<file path="src/hdl/dense_graph_shortest_path_top_macros.svh">
// Assertion macros shared by the shortest-path block.
`ifndef DENSE_GRAPH_SHORTEST_PATH_TOP_MACROS_SVH
`define DENSE_GRAPH_SHORTEST_PATH_TOP_MACROS_SVH

// Property must hold at every clock edge out of reset.
`define DGSP_CHECK(lbl, prop, msg) \
	lbl: assert property (@(posedge clk) disable iff (!arst_n) prop) else $error(msg);

// Condition must never be seen out of reset.
`define DGSP_NEVER(lbl, cond, msg) \
	lbl: assert property (@(posedge clk) disable iff (!arst_n) !(cond)) else $error(msg);

`endif

</file>
<file path="src/hdl/dgsp_pkg.sv">
// Shared types and constants of the shortest-path block.
package dgsp_pkg;

	localparam int COST_W = 24;
	localparam int NODE_FIELD_W = 5;
	localparam int MAX_OUT = 32;
	localparam logic [COST_W-1:0] COST_MAX = {COST_W{1'b1}};

	typedef logic [COST_W-1:0] cost_t;
	typedef logic [NODE_FIELD_W-1:0] node_field_t;

endpackage

</file>
<file path="src/hdl/dgsp_relax_unit.sv">
// Shared saturating adder and cost comparator.
module dgsp_relax_unit #(
	parameter int WEIGHT_BITS = 16
) (
	input  dgsp_pkg::cost_t         base,
	input  logic [WEIGHT_BITS-1:0]  w,
	input  dgsp_pkg::cost_t         ref_c,
	input  logic                    tie_lt,
	output dgsp_pkg::cost_t         sum,
	output logic                    lt
);

	import dgsp_pkg::*;

	localparam int SUM_W = ((WEIGHT_BITS > COST_W) ? WEIGHT_BITS : COST_W) + 1;

	logic [SUM_W-1:0] raw;

	assign raw = SUM_W'(base) + SUM_W'(w);
	assign sum = (raw > SUM_W'(COST_MAX)) ? COST_MAX : raw[COST_W-1:0];
	assign lt  = (sum < ref_c) || ((sum == ref_c) && tie_lt);

endmodule

</file>
<file path="config.mk">
export PLATFORM = sky130hd
export DESIGN_NAME = dgsp_relax_unit
export DESIGN_NICKNAME = d
export VERILOG_FILES = /design/src/hdl/dense_graph_shortest_path_top_macros.svh /design/src/hdl/dgsp_pkg.sv /design/src/hdl/dgsp_relax_unit.sv
export SDC_FILE = /design/constraint.sdc
export NUM_CORES = 1
export LEC_CHECK = 0
export ABC_AREA = 1
export BUFFER_PORTS_ARGS = -buffer_cell sky130_fd_sc_hd__buf_2
export CAP_MARGIN = 30
export CORE_UTILIZATION = 52
export DETAILED_ROUTE_END_ITERATION = 10
export PLACE_DENSITY_LB_ADDON = 0.2
export REMOVE_ABC_BUFFERS = 1
export SETUP_SLACK_MARGIN = 0.4
export SLEW_MARGIN = 20
export SYNTH_ARGS = -nofsm -noshare
export SYNTH_HDL_FRONTEND = slang
export SYNTH_SLANG_ARGS = --single-unit
</file>
<file path="constraint.sdc">
create_clock -name vclk -period 4.95
set_input_delay 0.99 -clock vclk [all_inputs]
set_output_delay 0.99 -clock vclk [all_outputs]
set_load 0.01 [all_outputs]
</file>
Word level (Yosys, flattened, before mapping):

Cells that the tools add are included.

* bitwise operators: 0
* multiplexer cells: 1
* shift-type cells: 0
* div/mod/pow operators: 0
* equal/unequal tests: 1
* add/subtract/negate cells: 1
* $lt $le $gt $ge: 2
* reductions and logical operators: 2
* multipliers: 0

Operators with widths (number)
* $add 24x16->25: 1
* $gt 25x24->1 const B: 1
* $eq 24x24->1: 1
* $lt 24x24->1: 1
* $mux 24: 1
* $logic_and 1x1->1: 1
* $logic_or 1x1->1: 1

* output and inout port bits: 25
* bits in writable memories: 0
* memories: 0
* input port bits: 65
* memory bits (read-only): 0
* bits in registers: 0
* logic and storage cells: 7
* bits in latches: 0

Logic depth before layout (Yosys ltp):

* depth in word-level cells: 6
* mapped depth: 23
* mapped depth without buffers: 22

Worst setup path before layout:

OpenSTA, ideal clock, no wires.

* path kind: input to output
* start point: input base[0]
* end point: output lt
* setup slack: 695 ps
* cell stages on the path: 23
* buffers on the path: 1
* data arrival time: 3265 ps
* required time: 3960 ps
* cells stage by stage: ha_1 -> inv_1 -> fa_1 -> inv_1 -> nand2_1 -> nand3_1 -> nand3_1 -> nand2_2 -> nand2_2 -> nand2_4 -> nand2_4 -> buf_6 -> nand2_2 -> ha_1 -> inv_1 -> nor2_1 -> o21ai_0 -> nand2_1 -> nand2_1 -> nand2_1 -> nand2_1 -> nand3_1 -> nand2_1

* cells in the longest elaborated chain, start to end: 6
* elaborated cells between the ends (all ways): 7
* those cells by class: add/sub: 1; order compare: 2; eq/ne: 1; mux: 1; reduce/logical: 2

RTL lines
* start: declaration: line dgsp_relax_unit.sv:5 `input dgsp_pkg::cost_t base,`
* $add 24x16->25 (*): line dgsp_relax_unit.sv:19 `assign raw = SUM_W'(base) + SUM_W'(w);`
* $gt 25x24->1: line dgsp_relax_unit.sv:20 `assign sum = (raw > SUM_W'(COST_MAX)) ? COST_MAX : raw[COST_W-1:0];`
* $mux 24 (*): line dgsp_relax_unit.sv:20
* net sum[1]: line dgsp_relax_unit.sv:9 `output dgsp_pkg::cost_t sum,`
* branches (longest 2 deep; another with $lt 24x24->1)
* $logic_or 1x1->1 (*): line dgsp_relax_unit.sv:21 `assign lt = (sum < ref_c) || ((sum == ref_c) && tie_lt);`
* end: declaration: line dgsp_relax_unit.sv:10 `output logic lt`

Mark *: on every way through the listed nets, which the timed path passes.

Worst setup path in the final report:

* start point: input w[5]
* end point: output lt

* cells in the longest elaborated chain, start to end: 6
* elaborated cells between the ends (all ways): 7
* those cells by class: add/sub: 1; order compare: 2; eq/ne: 1; mux: 1; reduce/logical: 2

RTL lines
* start: declaration: line dgsp_relax_unit.sv:6 `input logic [WEIGHT_BITS-1:0] w,`
* $add 24x16->25 (*): line dgsp_relax_unit.sv:19
* $gt 25x24->1: line dgsp_relax_unit.sv:20
* $mux 24 (*): line dgsp_relax_unit.sv:20
* branches (longest 2 deep; another with $lt 24x24->1)
* $logic_or 1x1->1 (*): line dgsp_relax_unit.sv:21

Mark *: on every way between the ends.

==> flow_metrics.py <==
metrics = {
    "status": {
        "status": "finished clean",
    },
    "timing": {
        "relSlewSlack_pct": 55.1,
        "post-route-period-util_pct": 89.9,
        "rsz0062_at_grt": "true",
        "setup_violations": 0,
        "fin_crit_ns": 4.45,
        "hold_viol_final": 0,
        "worst_slew_pin_slew_ns": 0.669,
        "fmax_ghz": 0.225,
        "maxSlewViolCount": 0,
        "setup_tns_ns": 0,
    },
    "logic_synthesis": {
        "yosys.area_share.simple_pct": 48.4,
        "yosysTopAreaCell": "nand2_1",
        "synth_top_family_by_area": "simple AND/OR/NAND/NOR gates",
        "avgSynthCellArea_um2": 5.25,
        "synth_cells": 418,
        "synth_area_leaders": "nand2_1 25%, ha_1 23%, inv_1 14%",
        "synth_warnings": 0,
        "yosysTopAreaCellShare_pct": 25.1,
        "synth_compound_area_share_pct": 7.92,
        "synth_area_um2": 2200,
        "synthAdderAreaFrac_pct": 23.7,
        "ys_types": 29,
        "synth_xor_area_share_pct": 4.79,
        "synth_mux_area_share_pct": 0,
        "seq_area_frac_synth_pct": 0,
    },
    "grt": {
        "overflow": 0,
        "antenna_found_initial": 0,
        "grt_pass1_wl_mm": 9.74,
        "grt_usage_pct": 27.4,
        "grt_pass1_vias": 2417,
        "grt_max_degree": 20,
    },
    "die": {
        "core_um2": 4030,
        "design.die.area_um2": 4490,
        "rows": 23,
        "die_w_um": 67.0,
        "io_pins": 90,
        "start_util_pct": 54.5,
        "die_h_um": 67.0,
    },
    "layout": {
        "drive_gt1_share_pct": 33.3,
        "area_delta_synth_final_pct": 38.2,
        "fillers": 356,
        "nets": 624,
        "flops_and_latches": 0,
        "stdcell_area_um2": 3030,
        "num_antenna_cells": 0,
        "multiInputGateArea_um2": 2130,
        "layout_commonest_cell": "nand2_1",
        "seq_area_um2": 0,
        "nClkBuffers": 0,
        "final_cell_mix": "136 x nand2_1, 88 x buf_2, 81 x inv_1, 31 x nor2_1",
        "final_util_pct": 75.3,
    },
    "drt": {
        "wire_per_inst_um": 11.6,
        "drtPass1Iterations": 4,
        "drt-initial-drc-count": 110,
        "vias": 2869,
        "drc": 0,
        "viasPerCell": 5.07,
        "routed_wl_mm": 6.57,
        "ant_nets": 0,
    },
    "power": {
        "seq_power_share_pct": 0,
        "p_clk_share_pct": 0,
        "peakVddDrop_mv": 0.0699,
        "swShare_pct": 58.1,
        "p_int_mw": 0.167,
        "p_leak_nw": 1.82,
        "total_power_mw": 0.398,
        "combPwrFrac_pct": 100.0,
        "pwr_density_cell_nw_per_um2": 131,
        "power_switching_mw": 0.231,
    },
    "critical_path": {
        "crit_path_max_fanout": 4,
        "end_kind": "output pin",
        "crit_type": "input port to output pin",
        "critPathArrivalTime_ns": 3.46,
        "critPathRequiredTime_ns": 3.96,
        "critPathLaunchType": "input port",
    },
    "worst_hold_path": {
        "hold_path_class": "input port to output pin",
    },
    "job": {
        "max_cap_violations": 0,
    },
    "placement": {
        "io_buffers": 90,
        "dpl.hpwl_mm": 5.41,
        "globalplace.congestion": 0.931,
        "place_area_um2": 2700,
    },
}
## cell usage after synthesis, drive strengths merged
| cell type | instances |
|---|---|
| o211ai | 1 |
| nor3 | 5 |
| nand4 | 8 |
| nand3b | 4 |
| fa | 1 |
| inv | 85 |
| o22ai | 1 |
| o21ai | 6 |
| o21bai | 1 |
| nor2 | 40 |
| and2 | 1 |
| nand3 | 25 |
| o21a | 2 |
| nand2 | 162 |
| clkinv | 1 |
| nor4 | 1 |
| xnor2 | 8 |
| or2 | 1 |
| buf | 1 |
| xor2 | 4 |
| a21oi | 20 |
| ha | 40 |
## per-stage QoR
step / std cells / setup slack [ns] / hold WS, ns
global route: 566 / 0.311 / 2.41
detailed placement: 557 / 0.232 / 2.36
global placement: 557 / 0.343 / 2.36
CTS: 559 / 0.408 / 2.36
finish: 566 / 0.498 / 2.37
floorplan: 417 / 0.713 / 2.12
## area by class of cell
class / instances / share of cell area [%]
multi-input combinational: 332 / 70.1
inverter: 86 / 10.6
tap: 50 / 2.06
timing repair buffer: 98 / 17.2
## path summary, 6_finish.rpt
| check | from | end | slack, ns | cells past startpoint |
|---|---|---|---|---|
| worst max-delay path | w[5] | lt | 0.50 | 19 |
| worst min-delay path | base[20] | sum[20] | 2.37 | 4 |
## what timing repair did
action | CTS | global route
endpoints found under the setup margin | 1 | 1
buffers inserted | 2 | 6
gates resized for setup | 10 | 52
cloned | 0 | 1
hold buffers | 0 | 0
pin swaps | 5 | 18
## kinds of logic after synthesis
group / count (synthesis)
buf+inv: 87
fa+ha+maj: 41
xor+xnor: 12
simple gates: 247
compound gates: 31
## critical path, cell delays in order
cell and delay, ns:
buf_2 0.10, ha_2 0.37, nand2_1 0.11, nor2_2 0.15, nand3_1 0.11, nand2_2 0.11
nand2_1 0.09, nand3_1 0.09, nand2_1 0.06, nand2_1 0.07, nand2_1 0.07, ha_1 0.32
nand4_1 0.16, nand3b_1 0.23, nor2_2 0.12, nand2_1 0.06, nand3_1 0.06, nand2_1 0.06
buf_2 0.13
## power by group through the flow
stage | registers, mW | clock network, mW | logic, mW
finish | 0 | 0 | 0.398
global placement | 0 | 0 | 0.344
floorplan | 0 | 0 | 0.239
global route | 0 | 0 | 0.444
detailed placement | 0 | 0 | 0.350
CTS | 0 | 0 | 0.358
## layer usage
| layer | global-route usage [%] | vias up | wire length, um | share of wire, % |
|---|---|---|---|---|
| met5 | 0 | - | 0 | 0 |
| met4 | 1.86 | 0 | 45 | 0.68 |
| met3 | 0.171 | 4 | 378 | 5.8 |
| met2 | 50.3 | 112 | 3210 | 49 |
| met1 | 36.7 | 1247 | 2940 | 45 |
| li1 | - | 1506 | - | - |
(Power assumes the default switching activity.)
